--- src/rtl/nzcv_pkg.sv ---
// Shared types, constants and condition evaluation for the NZCV flag block.
package nzcv_pkg;

  localparam int unsigned DATA_W = 64;
  localparam int unsigned WIDTH_W = 7;
  localparam logic [3:0] NIBBLE_MASK = 4'hF;

  localparam int unsigned FLAG_N = 3;
  localparam int unsigned FLAG_Z = 2;
  localparam int unsigned FLAG_C = 1;
  localparam int unsigned FLAG_V = 0;

  typedef enum logic [2:0] {
    CMD_ADD   = 3'd0,
    CMD_ADC   = 3'd1,
    CMD_SUB   = 3'd2,
    CMD_SBC   = 3'd3,
    CMD_LOGIC = 3'd4,
    CMD_CONST = 3'd5
  } cmd_t;

  typedef enum logic [3:0] {
    COND_EQ = 4'd0,
    COND_NE = 4'd1,
    COND_CS = 4'd2,
    COND_CC = 4'd3,
    COND_MI = 4'd4,
    COND_PL = 4'd5,
    COND_VS = 4'd6,
    COND_VC = 4'd7,
    COND_HI = 4'd8,
    COND_LS = 4'd9,
    COND_GE = 4'd10,
    COND_LT = 4'd11,
    COND_GT = 4'd12,
    COND_LE = 4'd13,
    COND_AL = 4'd14,
    COND_NV = 4'd15
  } cond_t;

  typedef struct packed {
    logic [3:0] flags;
    logic       met;
  } result_t;

  // Evaluate one condition code on an NZCV nibble.
  function automatic logic cond_holds(cond_t code, logic [3:0] f);
    logic n;
    logic z;
    logic c;
    logic v;
    logic hit;
    n = f[FLAG_N];
    z = f[FLAG_Z];
    c = f[FLAG_C];
    v = f[FLAG_V];
    unique case (code)
      COND_EQ: hit = z;
      COND_NE: hit = !z;
      COND_CS: hit = c;
      COND_CC: hit = !c;
      COND_MI: hit = n;
      COND_PL: hit = !n;
      COND_VS: hit = v;
      COND_VC: hit = !v;
      COND_HI: hit = c && !z;
      COND_LS: hit = !c || z;
      COND_GE: hit = (n == v);
      COND_LT: hit = (n != v);
      COND_GT: hit = !z && (n == v);
      COND_LE: hit = z || (n != v);
      COND_AL: hit = 1'b1;
      COND_NV: hit = 1'b0;
    endcase
    return hit;
  endfunction

endpackage

--- src/rtl/nzcv_alu.sv ---
// Combinational flag generation and condition test for one operation.
module nzcv_alu (
  input  logic [2:0]                     command,
  input  logic [nzcv_pkg::WIDTH_W-1:0]   width,
  input  logic [nzcv_pkg::DATA_W-1:0]    operand_a,
  input  logic [nzcv_pkg::DATA_W-1:0]    operand_b,
  input  logic                           carry_in,
  input  logic [3:0]                     condition,
  output nzcv_pkg::result_t              result
);

  nzcv_pkg::cmd_t                   cmd;
  logic [nzcv_pkg::WIDTH_W-1:0]     w_eff;
  logic [$clog2(nzcv_pkg::DATA_W)-1:0] sh;
  logic [nzcv_pkg::DATA_W-1:0]      mask;
  logic [nzcv_pkg::DATA_W-1:0]      a_m;
  logic [nzcv_pkg::DATA_W-1:0]      b_m;
  logic [nzcv_pkg::DATA_W-1:0]      b_op;
  logic                             cin_op;
  logic [nzcv_pkg::DATA_W:0]        sum;
  logic [nzcv_pkg::DATA_W-1:0]      r;
  logic                             sa;
  logic                             sb;
  logic                             sr;
  logic                             c_arith;
  logic                             v_arith;
  logic [3:0]                       f;

  assign cmd = nzcv_pkg::cmd_t'(command);

  // Clamp width into 1..64.
  always_comb begin
    priority if (width == '0) begin
      w_eff = nzcv_pkg::WIDTH_W'(1);
    end else if (width > nzcv_pkg::WIDTH_W'(nzcv_pkg::DATA_W)) begin
      w_eff = nzcv_pkg::WIDTH_W'(nzcv_pkg::DATA_W);
    end else begin
      w_eff = width;
    end
  end

  assign sh = $clog2(nzcv_pkg::DATA_W)'(w_eff - nzcv_pkg::WIDTH_W'(1));

  always_comb begin
    for (int i = 0; i < nzcv_pkg::DATA_W; i++) begin
      mask[i] = (nzcv_pkg::WIDTH_W'(i) < w_eff);
    end
  end

  assign a_m = operand_a & mask;
  assign b_m = operand_b & mask;

  // Subtract runs as a + ~b + cin, so C reads as no borrow.
  always_comb begin
    unique case (cmd)
      nzcv_pkg::CMD_ADD: begin
        b_op   = b_m;
        cin_op = 1'b0;
      end
      nzcv_pkg::CMD_ADC: begin
        b_op   = b_m;
        cin_op = carry_in;
      end
      nzcv_pkg::CMD_SUB: begin
        b_op   = ~b_m & mask;
        cin_op = 1'b1;
      end
      nzcv_pkg::CMD_SBC: begin
        b_op   = ~b_m & mask;
        cin_op = carry_in;
      end
      default: begin
        b_op   = b_m;
        cin_op = 1'b0;
      end
    endcase
  end

  assign sum = {1'b0, a_m} + {1'b0, b_op} + (nzcv_pkg::DATA_W+1)'(cin_op);
  assign r   = sum[nzcv_pkg::DATA_W-1:0] & mask;
  assign c_arith = sum[w_eff];
  assign sa = a_m[sh];
  assign sb = b_op[sh];
  assign sr = r[sh];
  assign v_arith = (sa == sb) && (sr != sa);

  always_comb begin
    unique case (cmd)
      nzcv_pkg::CMD_ADD, nzcv_pkg::CMD_ADC, nzcv_pkg::CMD_SUB, nzcv_pkg::CMD_SBC: begin
        f = {sr, (r == '0), c_arith, v_arith};
      end
      nzcv_pkg::CMD_LOGIC: begin
        f = {a_m[sh], (a_m == '0), 2'b00};
      end
      nzcv_pkg::CMD_CONST: begin
        f = operand_a[3:0] & nzcv_pkg::NIBBLE_MASK;
      end
      default: begin
        f = 4'b0000;
      end
    endcase
  end

  assign result.flags = f;
  assign result.met   = nzcv_pkg::cond_holds(nzcv_pkg::cond_t'(condition), f);

endmodule

--- src/rtl/nzcv_flags_and_condition_check.sv ---
// Top level: NZCV flag generator with condition test, two register stages.
//
// Input channel (in_valid / in_ready) carries one beat per operation:
// command, width, operand_a, operand_b, carry_in and condition.
// Output channel (out_valid / out_ready) carries one beat per input beat:
// the NZCV nibble in flags and the result of the condition test in
// condition_met, in the same order as the inputs arrived.
//
// An accepted beat lands in the input register; the flag adder (one 65-bit
// add plus masking and zero detect) sits between the input register and
// the result register, which drives out_valid, flags and condition_met.
// Throughput: one beat per cycle, sustained, while out_ready stays high.
//
// When the receiver stalls, the result register holds its beat and the input
// register fills behind it; in_ready then drops until out_ready returns.
// Nothing is lost or repeated. Reset clears both valid bits; payload
// registers are not reset.
module nzcv_flags_and_condition_check (
  input  logic                           clk,
  input  logic                           rst,
  input  logic                           in_valid,
  output logic                           in_ready,
  input  logic [2:0]                     command,
  input  logic [nzcv_pkg::WIDTH_W-1:0]   width,
  input  logic [nzcv_pkg::DATA_W-1:0]    operand_a,
  input  logic [nzcv_pkg::DATA_W-1:0]    operand_b,
  input  logic                           carry_in,
  input  logic [3:0]                     condition,
  output logic                           out_valid,
  input  logic                           out_ready,
  output logic [3:0]                     flags,
  output logic                           condition_met
);

  // Input register stage.
  logic                           s1_valid;
  logic [2:0]                     s1_command;
  logic [nzcv_pkg::WIDTH_W-1:0]   s1_width;
  logic [nzcv_pkg::DATA_W-1:0]    s1_operand_a;
  logic [nzcv_pkg::DATA_W-1:0]    s1_operand_b;
  logic                           s1_carry_in;
  logic [3:0]                     s1_condition;

  logic              in_fire;
  logic              s2_load;
  nzcv_pkg::result_t alu_result;

  // Advance stage 1 into the result register when that register is free
  // or being drained this cycle.
  assign s2_load  = s1_valid && (!out_valid || out_ready);
  assign in_ready = !s1_valid || !out_valid || out_ready;
  assign in_fire  = in_valid && in_ready;

  always_ff @(posedge clk) begin
    if (rst) begin
      s1_valid <= 1'b0;
    end else if (in_fire) begin
      s1_valid <= 1'b1;
    end else if (s2_load) begin
      s1_valid <= 1'b0;
    end
  end

  // Capture the payload on every accepted beat.
  always_ff @(posedge clk) begin
    if (in_fire) begin
      s1_command   <= command;
      s1_width     <= width;
      s1_operand_a <= operand_a;
      s1_operand_b <= operand_b;
      s1_carry_in  <= carry_in;
      s1_condition <= condition;
    end
  end

  nzcv_alu u_alu (
    .command   (s1_command),
    .width     (s1_width),
    .operand_a (s1_operand_a),
    .operand_b (s1_operand_b),
    .carry_in  (s1_carry_in),
    .condition (s1_condition),
    .result    (alu_result)
  );

  // Result register: hold while stalled, drop valid once taken.
  always_ff @(posedge clk) begin
    if (rst) begin
      out_valid <= 1'b0;
    end else if (s2_load) begin
      out_valid <= 1'b1;
    end else if (out_ready) begin
      out_valid <= 1'b0;
    end
  end

  always_ff @(posedge clk) begin
    if (s2_load) begin
      flags         <= alu_result.flags;
      condition_met <= alu_result.met;
    end
  end

endmodule

--- config.mk ---
export PLATFORM = sky130hd
export DESIGN_NAME = nzcv_flags_and_condition_check
export DESIGN_NICKNAME = d
export VERILOG_FILES = /design/src/rtl/nzcv_pkg.sv /design/src/rtl/nzcv_alu.sv /design/src/rtl/nzcv_flags_and_condition_check.sv
export SDC_FILE = /design/constraint.sdc
export NUM_CORES = 1
export LEC_CHECK = 0
export ABC_AREA = 1
export ABC_CLOCK_PERIOD_IN_PS = 21800
export BUFFER_PORTS_ARGS = -buffer_cell sky130_fd_sc_hd__buf_4
export CAP_MARGIN = 25
export CORE_MARGIN = 2
export CORE_UTILIZATION = 40
export CTS_CLUSTER_DIAMETER = 120
export CTS_CLUSTER_SIZE = 20
export DETAILED_ROUTE_END_ITERATION = 6
export GPL_TIMING_DRIVEN = 0
export REMOVE_ABC_BUFFERS = 1
export SKIP_CTS_REPAIR_TIMING = 1
export SLEW_MARGIN = 20
export SYNTH_ARGS = -nofsm -noshare
export SYNTH_HDL_FRONTEND = slang
export SYNTH_HIERARCHICAL = 1
export SYNTH_SLANG_ARGS = --single-unit
export TNS_END_PERCENT = 5
--- constraint.sdc ---
create_clock -name clk -period 21.8 [get_ports clk]
set_input_delay 1.09 -clock clk [delete_from_list [all_inputs] [get_ports clk]]
set_output_delay 1.09 -clock clk [all_outputs]
set_load 0.005 [all_outputs]
After elaboration in Yosys (flattened, before gate mapping)

Index checks and enable logic that the tools add are counted.

Input bits: 147
Bits in registers: 150
Output and inout port bits: 7
Word-level logic and storage cells: 153

Add/subtract/negate cells: 3
Reductions and logical operators: 26
Order comparisons: 67
Muxes and demuxes: 18
Eq/ne operators: 24
Bitwise logic cells: 5

Operators with widths:

| cell               | number |
|---|---|
| $and 64x64->64     | 4 |
| $lt 6x7->1 const A | 32 |
| $logic_not 64->1   | 2 |
| $lt 5x7->1 const A | 16 |
| $add 64x64->65     | 1 |
| $add 65x1->65      | 1 |
| $mux 64            | 1 |
| $not 64->64        | 1 |
| $lt 4x7->1 const A | 8 |
| $eq 4x4->1 const B | 8 |
| $lt 3x7->1 const A | 4 |
| $bmux 1 s6         | 3 |
| $eq 4x3->1 const B | 4 |
| $pmux 1 s16        | 1 |
| $lt 1x7->1 const A | 2 |
| $lt 2x7->1 const A | 2 |
| $mux 7             | 2 |
| $pmux 4 s3         | 1 |
| $eq 4x2->1 const B | 2 |
| $lt 7x8->1 const B | 1 |
| $mux 1             | 8 |
| $bmux 1 s7         | 1 |
| $gt 7x7->1 const B | 1 |
| $logic_not 7->1    | 1 |
| other kinds (17)   | 36 |

Logic depth before layout (Yosys ltp)

Gate-level depths: netlist (run 1).

Word-level depth: 19
Depth in mapped cells: 44
Depth with buffers taken out: 43

Modules after synthesis

Netlist (run 1), hierarchy kept.

By module, submodules not included:

| module                         | area each (um^2) | sequential area each (um^2) | instances | cells an instance |
|---|---|---|---|---|
| nzcv_alu                       | 11969.0          | 0.0                         | 1         | 2559 |
| nzcv_flags_and_condition_check | 4534.3           | 4484.3                      | 1         | 159 |

Worst setup path before layout (run 1)

OpenSTA, ideal clock, no wires.

Path kind: in2reg
Start: in in_valid
End: reg s1_carry_in (enable)
Path buffers: 0
Setup slack: 12.801 ns
Stages on the path: 2
Arrival time: 8.268 ns
Setup time: 0.731 ns
Required time: 21.069 ns
Path through: inv_1 a31oi_1

Cells in the longest elaborated chain, start to end: 1

RTL lines:

| element              | RTL line                             | text |
|---|---|---|
| start, declared      | nzcv_flags_and_condition_check.sv:21 | `input logic in_valid,` |
| $logic_and 1x1->1    | nzcv_flags_and_condition_check.sv:52 | `assign in_fire = in_valid && in_ready;` |
| net in_fire          | nzcv_flags_and_condition_check.sv:44 | `logic in_fire;` |
| end signal, assigned | nzcv_flags_and_condition_check.sv:71 | `s1_carry_in <= carry_in;` |
| end, declared        | nzcv_flags_and_condition_check.sv:41 | `logic s1_carry_in;` |

The timed path passes the listed nets, and every way through them passes these cells.
A chain may end at the register's enable or synchronous reset.

==> metrics, run 1 <==
GR Util All Layers=0.3393; Max IR drop VDD=0.06919 mV; H-tree level count=4; detailed-route via count=18320; fmax=134.3 MHz; critical path startpoint=s1_width[5]; clk_skew=about 0.024 ns; GR Overflow Total=0; Unique masters post-synth=48; Placed Instance Area=roughly 0.018 mm2; run status=finished clean; Die W=207.1 um; mapped cell area=about 0.017 mm2; input/output buffers=153; Critical Path Sink Type=register; HPWL after DPL=around 61000 um; root buffer cell=clkbuf_16; total CTS buffers=17; Hold Violations, Final=0; critical register-to-register path startpoint=s1_width[5]; sequential power share=0.287; Gate power share=0.476; Final TNS setup=0 ns; slowest CP cell=nand2_8; post-route ant nets=0; Syn Area/Cell=6.072 um2; number of global-route vias before repair=~17000; Seq/Total Area, Yosys=0.2717; Tot Pwr=1207 uW; row cnt=74; final instance area=between 0.015 and 0.02 mm2; # diodes=0; final core occ=0.4619; Reg clk slew, reported paths=about 0.060 ns; P&R area growth vs syn=14.01%; Slew Limit Fails=0; Worst Path Required=around 22 ns; Routed WL=73740 um; crit path launch type=register; Initial Utilization=0.4051; initial antenna violation count=0; 1st-iter DRT viols=approximately 2600; FF+latch count, synth=150; setup violators final=0; largest net degree at the start of global routing=around 110; CTS tree=built; CTS Sinks=150; crit path max fanout=110; Pwr Density=~64 mW/mm2; drt pass-1 iters=6; hold path startpoint=s1_valid; GP Congestion=roughly 0.99; HP Class=reg2reg; cell repeated most along the worst path=nand3_1; Wirelength per Cell=approximately 22 um; clock power share=0.237; Crit Path Category=reg2reg; Slew Limit Headroom=0.2514; Worst-Skew Late Latency=about 0.5 ns; RSZ-0062 raised after global routing=false; WP buf/inv=4; Critical Path AT=around 7.6 ns; Layout Nets=~3100; Final min period=roughly 7.4 ns; internal power=around 660 uW; final worst path period share=0.3415; layout cell share with drive strength beyond 1=0.09622; Die Y=between 200 and 250 um; DRC Markers=0; Worst Tran Pin Value=around 1.1 ns; first-pass GRT wire length=between 100000 and 150000 um; Max Cap Viol=0; maximum clock path buffer count=2; Boundary Pins=154; max incr delay on CP=0.56 ns; Leak Pwr=0.01009 uW; Yosys warnings=6; vias per inst=5.405; switching share of power=0.4500; NetSw=543.1 uW; total core area=0.04074 mm2; full die area=approximately 0.043 mm2; cells after synthesis=2718; Crit path max-delay family=simple AND/OR/NAND/NOR gates
## state kept, by name, summed over array words and instances, names as in the netlist
name,flops
s1_carry_in,1
s1_operand_b,64
s1_command,3
s1_operand_a,64
out_valid,1
s1_condition,4
condition_met,1
flags,4
s1_valid,1
s1_width,7
## cells in the mapped netlist (all sizes together)
| library cell | n | area share |
|---|---|---|
| xor2 | 73 | 0.039 |
| edfxtp | 148 | 0.27 |
| buf | 45 | 0.019 |
| or2 | 13 | 0.0049 |
| and3 | 3 | 0.0011 |
| and2 | 2 | 0.00076 |
| fa | 2 | 0.0024 |
| nor4 | 11 | 0.0042 |
| o211ai | 26 | 0.012 |
| a221oi | 1 | 0.00053 |
| a31oi | 5 | 0.0019 |
| a21o | 2 | 0.00091 |
| clkbuf | 9 | 0.0020 |
| dfxtp | 2 | 0.0024 |
| nor3 | 28 | 0.0085 |
| nand2b | 1 | 0.00038 |
| xnor2 | 10 | 0.0053 |
| o2111ai | 1 | 0.00053 |
| o21bai | 8 | 0.0036 |
| nand3b | 14 | 0.0064 |
| o21ai | 83 | 0.027 |
| nand4 | 41 | 0.016 |
| nand3 | 260 | 0.080 |
| ha | 64 | 0.049 |
| inv | 531 | 0.12 |
| o22ai | 3 | 0.0011 |
| nor2 | 234 | 0.055 |
| a21boi | 1 | 0.00046 |
| nor3b | 1 | 0.00046 |
| nand2 | 980 | 0.23 |
| clkinv | 3 | 0.00068 |
| a21oi | 113 | 0.036 |
## cell usage in the layout (no fill, tap or decap), types with 8 or more instances in the layout
cell type	netlist	routed
nand2_1	959	959
inv_1	512	511
nand3_1	256	256
nor2_1	224	224
buf_4	13	153
edfxtp_1	148	148
a21oi_1	104	104
xor2_1	73	72
ha_1	64	63
o21ai_0	60	60
nand4_1	41	41
nor3_1	28	28
o211ai_1	25	25
clkbuf_16	0	17
o21ai_1	17	17
inv_2	15	15
nand3b_1	14	14
nand2_2	15	13
nor4_1	11	11
or2_2	10	10
xnor2_1	10	10
a21oi_2	9	9
nor2_2	8	8
o21bai_1	8	8
## logic make-up (layout without fill, tap and decap cells)
| logic type | count (synthesis) | after routing | share of synthesized area |
|---|---|---|---|
| AOI/OAI and AO/OA | 243 | 243 | 0.08408 |
| xor gates and xnor gates | 83 | 83 | 0.04405 |
| adders and majority gates | 66 | 66 | 0.05095 |
| buffers and inverters | 588 | 728 | 0.1431 |
| DFF | 150 | 150 | 0.2717 |
| and+or+nand+nor | 1588 | 1588 | 0.4061 |
## metal layers
layer  up-vias  track usage  routed length [um]
met5         -            0                   0
met1      8435       0.4861               32670
li1       8817            -                   -
met3       115      0.08672                8489
met2       956       0.4920               30210
met4         0       0.1175                2373
## worst paths after layout
check,cells past startpoint,slack (ns),end
max,34,14.36,condition_met
min,2,0.54,s1_valid
max reg2reg,34,14.36,condition_met
min reg2reg,2,0.54,s1_valid
## worst register-to-register path: cells and delay by family, from the launching register on
kind / cells / cell delay, ns
adder cells (fa/ha/maj): 1 / 0.25
AO/OA/AOI/OAI: 3 / 0.78
flip-flops: 1 / 0.53
buffers and inverters: 4 / 1.11
AND/OR/NAND/NOR: 26 / 4.51
## metrics by stage
step | hold WS [ns] | instances | worst slack, ns
after floorplan | 0.4695 | 2664 | 12.80
after global placement | 0.4813 | 3349 | 9.930
after detailed placement | 0.5367 | 3358 | 14.62
after CTS | 0.5435 | 3390 | 14.59
after global routing | 0.5688 | 3390 | 14.01
final | 0.5407 | 3390 | 14.36
## final cells by class
cell class,instances,area (um2)
clock buffer,19,432.9
clock inverter,13,121.4
fill,4392,21920
inverter,534,2019
multi-input combinational,1980,9711
sequential,150,4484
tap,532,665.6
timing repair buffer,162,1381
## power by group through the flow
stage | Clock [uW] | Combinational [uW] | Sequential, uW
floorplan | 0 | 345 | 353
global placement | 0 | 544 | 358
detailed placement | 0 | 551 | 352
CTS | 298 | 554 | 346
global route | 304 | 623 | 348
finish | 286 | 574 | 346
No activity file was read; power rests on OpenSTA's default activity.
==> run 2: changes to the inputs <==
ABC_AREA = 0   (was 1)
ABC_CLOCK_PERIOD_IN_PS = 7300   (was 21800)
clock period = 7.3 ns   (was 21.8 ns; I/O delays follow)
==> run 2 against run 1 <==
  * Count of clock-buffer cells in the layout is 2 lower
  * First-iteration DRC count up 3.8%
  * Worst setup slack worse by 14 ns
  * Sequential share of layout area rose by 0.13 points
  * Global-route usage is 3.2 points higher
  * Clock skew decreased by 0.013 ns
  * Worst hold slack got worse by 0.49 ns
  * Final cell count decreased by 25%
  * Maximum frequency up 3.2%
  * Highest routed layer unchanged
==> metrics, run 2 <==
largest cells by area after synthesis=edfxtp_1 28%, a21oi_1 5.6%, ha_1 5.1%, nor2_1 4.7%, xnor2_1 4.5%; HP Class=in2reg; Die W=201.5 um; Layout Nets=approximately 2200; Unique masters post-synth=roughly 110; P&R area growth vs syn=19.95%; Worst Path Required=7.48 ns; full die area=0.04060 mm2; root buffer cell=clkbuf_16; initial antenna violation count=1; crit path launch type=register; input/output buffers=153; Worst Tran Pin Value=1.166 ns; Crit Path Category=reg2reg; worst-path cell chain=buf_16 -> buf_16 -> nor3_4 -> a21o_4 -> clkinv_8 -> nand2_2 -> a31oi_2 -> nor2b_2 -> ha_1 -> nand2_2 -> or3_1 -> o21a_1 -> o211a_1 -> a211oi_1 -> or3_1 -> nand3_1 -> o2111ai_1 -> a2bb2oi_2 -> o21bai_1 -> a221o_1 -> a22oi_1 -> nand4_1 -> o31ai_1 -> o2111ai_1; Final min period=between 7 and 8 ns; Tot Pwr=3828 uW; commonest non-fill, non-tap cells in the layout=193 x buf_4, 192 x nor2_1, 179 x nand2_1, 162 x a21oi_1, 148 x edfxtp_1; Reg clk slew, reported paths=around 0.060 ns; H-tree level count=4; GR Util All Layers=0.3708; Post-synth ARST share=0; cells after synthesis=1901; HPWL after DPL=62310 um; Boundary Pins=between 150 and 200; Slew Limit Headroom=0.2201; row cnt=72; top cells by count, synth=195 x nor2_1, 181 x nand2_1, 174 x a21oi_1; Pwr Density=~200 mW/mm2; vias per inst=roughly 6.7; Post-synth EDFFs=approximately 150; Placed Instance Area=approximately 0.017 mm2; drt pass-1 iters=6; Die Y=roughly 200 um; most common cell in the synthesized netlist=nor2_1; slowest CP cell=a211oi_1; fmax=138.6 MHz; Seq/Total Area, Yosys=0.2874; commonest non-fill, non-tap cell in the layout=buf_4; WP buf/inv=3; first-pass GRT wire length=between 100000 and 150000 um; placed insts=around 2500; layout cell share with drive strength beyond 1=0.1983; largest net degree at the start of global routing=60; total core area=0.03856 mm2; critical path startpoint=s1_width[6]; final worst path period share=0.9881; Worst R2R Setup Slack=slightly below 0.09 ns; Worst-Skew Late Latency=between 0.4 and 0.5 ns; Max IR drop VDD=between 0.2 and 0.25 mV; Critical Path Sink Type=register; # diodes=0; CTS Sinks=150; max incr delay on CP=just under 0.8 ns; Fill cells=roughly 3900; Routed WL=between 70000 and 80000 um; fin cells=roughly 2600; Critical Path End=condition_met; Leak Pwr=0.007010 uW; Critical Path AT=approximately 7.4 ns; reg2reg end=condition_met; Regs by FF count=s1_operand_a (64), s1_operand_b (64), s1_width (7); total CTS buffers=17; Yosys top cell area share=0.2849; Hold Violations, Final=0; Final WS setup=0.08704 ns; DP Worst Slack=-1.264 ns; setup violators final=0; Wirelength per Cell=just over 30 um; maximum clock path buffer count=2; Post-synth top flop=edfxtp_1; run status=finished clean; critical register-to-register path startpoint=s1_width[6]; Syn Area/Cell=8.207 um2; 1st-iter DRT viols=2670; Worst path depth=24; detailed-route via count=roughly 17000; mapped cell area=~0.016 mm2; GR Overflow Total=0; post-route ant nets=0; CTS tree=built; final instance area=0.01871 mm2; Initial Utilization=0.4046; number of global-route vias before repair=~16000; R2R depth=24; Yosys warnings=6; post-synth top area cell=edfxtp_1; Crit path max-delay family=compound AO/OA/AOI/OAI gates; crit path max fanout=39; GP Congestion=1.012; clk_skew=roughly 0.011 ns; FF+latch count, synth=150; Slew Limit Fails=0; DRC Markers=0; Max Cap Viol=0
==> run 2: final cells by class <==
cell class              count  area, um2  area share
well taps                 518      648.1     0.03464
inverters                  56      231.5     0.01237
clock inverters            15      176.4    0.009428
repair buffers            218       1878      0.1004
multi-input cells        1581      10870      0.5808
flip-flops and latches    150       4484      0.2396
clock buffers              17      425.4     0.02273
==> run 2: metrics by stage <==
stage	hold WS [ns]	TNS, ns	util
after floorplan	0.4274	-7.559	-
after global placement	0.4744	-26.32	0.4381
after detailed placement	0.4833	-2.127	0.4502
after CTS	0.01378	-2.383	0.4658
after global routing	0.03484	-0.05671	0.4853
final	0.05207	0	0.4853
==> run 2: worst min path at each step <==
stage | end | start | cells after the start | slack (ns)
finish | s1_valid | rst | 2 | 0.05
detailed placement | out_valid | s1_valid | 2 | 0.48
floorplan | s1_valid | rst | 1 | 0.43
global placement | out_valid | s1_valid | 2 | 0.47
CTS | s1_valid | rst | 2 | 0.01
global route | s1_operand_b[49] | operand_b[49] | 1 | 0.03
==> run 2: logic make-up (layout without fill, tap and decap cells) <==
family / after synthesis / count (layout) / share of synthesized area
mux: 47 / 47 / 0.04347
simple gates: 759 / 759 / 0.2461
buf+inv: 171 / 306 / 0.04603
fa+ha+maj: 66 / 66 / 0.05389
flops: 150 / 150 / 0.2874
xor+xnor: 109 / 109 / 0.06119
compound gates: 599 / 600 / 0.2619
==> run 2: power by group <==
part | total, uW | switching (uW) | internal, uW
clock network | 911 | 375 | 536
logic | 1880 | 1250 | 635
registers | 1040 | 28.2 | 1010
==> run 2: worst register-to-register path, stage by stage (launching register included) <==
cell       delay [ns]
edfxtp_1         0.50
buf_16           0.21
buf_16           0.18
nor3_4           0.26
a21o_4           0.31
clkinv_8         0.25
nand2_2          0.25
a31oi_2          0.17
nor2b_2          0.28
ha_1             0.29
nand2_2          0.13
or3_1            0.36
o21a_1           0.12
o211a_1          0.32
a211oi_1         0.78
or3_1            0.28
nand3_1          0.20
o2111ai_1        0.29
a2bb2oi_2        0.30
o21bai_1         0.18
a221o_1          0.42
a22oi_1          0.22
nand4_1          0.15
o31ai_1          0.26
o2111ai_1        0.20
==> run 2: routing by layer <==
metal  vias up  share of wire  global-route usage
met5         -              0                   0
met2      1199           0.40              0.5139
met1      8269           0.43              0.5394
met4         0          0.043              0.1489
li1       7438              -                   -
met3       154           0.12              0.1019
==> run 3: changes to the inputs <==
ABC_AREA = 1   (was 0)
==> run 3 against run 2 <==
  * Count of clock-buffer cells in the layout is 2 higher
  * Worst setup slack better by 0.33 ns
  * Power fell by 5.6%
  * First-iteration DRC count increased by 0.41%
  * Critical path type unchanged
  * Critical endpoint unchanged
  * Highest routed layer unchanged
==> metrics, run 3 (synthesized netlist as in run 1, its figures left out) <==
run status=finished clean; drt pass-1 iters=6; R2R depth=33; critical register-to-register path startpoint=s1_width[5]; Initial Utilization=0.4051; Pwr Density=approximately 190 mW/mm2; reg2reg end=condition_met; WP buf/inv=4; max incr delay on CP=roughly 0.73 ns; Slew Limit Fails=0; H-tree level count=4; # diodes=0; DRC Markers=0; DP Worst Slack=0.1231 ns; slowest CP cell=a221oi_1; Die W=between 200 and 250 um; Slew Limit Headroom=0.2900; P&R area growth vs syn=14.28%; Hold Violations, Final=0; CTS Sinks=150; Crit path max-delay family=simple AND/OR/NAND/NOR gates; post-route ant nets=0; GR Overflow Total=0; number of global-route vias before repair=16890; total core area=around 0.041 mm2; Leak Pwr=0.01011 uW; Reg clk slew, reported paths=~0.08 ns; crit path max fanout=between 70 and 80; Crit Path Category=reg2reg; total CTS buffers=17; fin cells=~3400; Max Cap Viol=0; input/output buffers=between 150 and 200; Boundary Pins=154; Final WS setup=0.4169 ns; Worst-Skew Late Latency=a little under 0.5 ns; commonest non-fill, non-tap cells in the layout=959 x nand2_1, 511 x inv_1, 256 x nand3_1, 224 x nor2_1, 154 x buf_4; Worst path depth=33; HPWL after DPL=60620 um; final core occ=0.4629; Max IR drop VDD=0.2066 mV; Worst R2R Setup Slack=0.42 ns; root buffer cell=clkbuf_16; Routed WL=74880 um; maximum clock path buffer count=2; 1st-iter DRT viols=roughly 2700; initial antenna violation count=0; CTS tree=built; commonest non-fill, non-tap cell in the layout=nand2_1; hold endpoint=s1_operand_b[45]; Wirelength per Cell=22.07 um; crit path launch type=register; Critical Path Sink Type=register; RSZ-0062 raised after global routing=false; fmax=roughly 150 MHz; placed insts=~3400; GR Util All Layers=0.3393; largest net degree at the start of global routing=around 110; layout cell share with drive strength beyond 1=0.09752; Final TNS setup=0 ns; Final min period=approximately 6.9 ns; Worst Path Required=around 7.5 ns; WHS Path Cells=1; full die area=0.04290 mm2; vias per inst=~5.4; row cnt=74; Worst Tran Pin Value=approximately 1.1 ns; first-pass GRT wire length=between 100000 and 150000 um; setup violators final=0; cell repeated most along the worst path=nand2_1; detailed-route via count=between 15000 and 20000; Regs by FF count=s1_operand_a (64), s1_operand_b (64), s1_width (7); GP Congestion=between 0.9 and 1; hold path startpoint=operand_b[45]; Layout Nets=roughly 3100; final worst path period share=0.9429; clk_skew=between 0.02 and 0.025 ns; HP Class=in2reg; Die Y=between 200 and 250 um; Critical Path AT=just over 7 ns
## run 3: changes by cell type in the layout (fill, tap and decap cells not counted), moves of 39 or more
cell     change
nor2b_1     -42
and2_1      -48
xor2_1      +47
nand2_1    +780
a21oi_1     -58
xnor2_1     -65
inv_1      +459
nand3_1    +204
buf_4       -39
## run 3: worst max path at each step
| stage | to | slack (ns) | from |
|---|---|---|---|
| global route | condition_met | 0.11 | s1_width[5] |
| detailed placement | condition_met | 0.12 | s1_width[5] |
| global placement | s1_operand_b[24] | -4.52 | out_valid |
| floorplan | s1_carry_in | -1.52 | out_valid |
| CTS | condition_met | 0.09 | s1_width[5] |
| finish | condition_met | 0.42 | s1_width[5] |
## run 3: per-layer routing
metal  track usage  share of wire  vias up  wire length, um
met5             0              0        -                0
li1              -              -     8816                -
met4        0.1175          0.032        0             2408
met3       0.08672           0.11      118             8478
met2        0.4920           0.41      941            30950
met1        0.4861           0.44     8409            33040
## run 3: layout make-up
type                    count  area, um2
flip-flops and latches    150       4484
multi-input cells        1982       9744
clock inverters            13      121.4
clock buffers              19      432.9
well taps                 532      665.6
inverters                 534       2022
fillers                  4389      21880
repair buffers            163       1389
## run 3: power breakdown
| group | internal (uW) | leakage [uW] | switching, uW |
|---|---|---|---|
| Sequential | 1010 | 0.00146 | 27.6 |
| Clock | 471 | 0.000270 | 385 |
| Combinational | 506 | 0.00838 | 1220 |
| Total | 1980 | 0.0101 | 1630 |
## run 3: through the flow
step | cell area, um2 | power (uW) | hold WS (ns)
6_report | 18860 | 3613 | 0.04855
5_1_grt | 18860 | 3815 | 0.03158
4_1_cts | 18820 | 3577 | 0.009157
3_5_place_dp | 18260 | 2697 | 0.5367
3_3_place_gp | 17970 | 2694 | 0.4813
2_1_floorplan | 16160 | 2086 | 0.4274
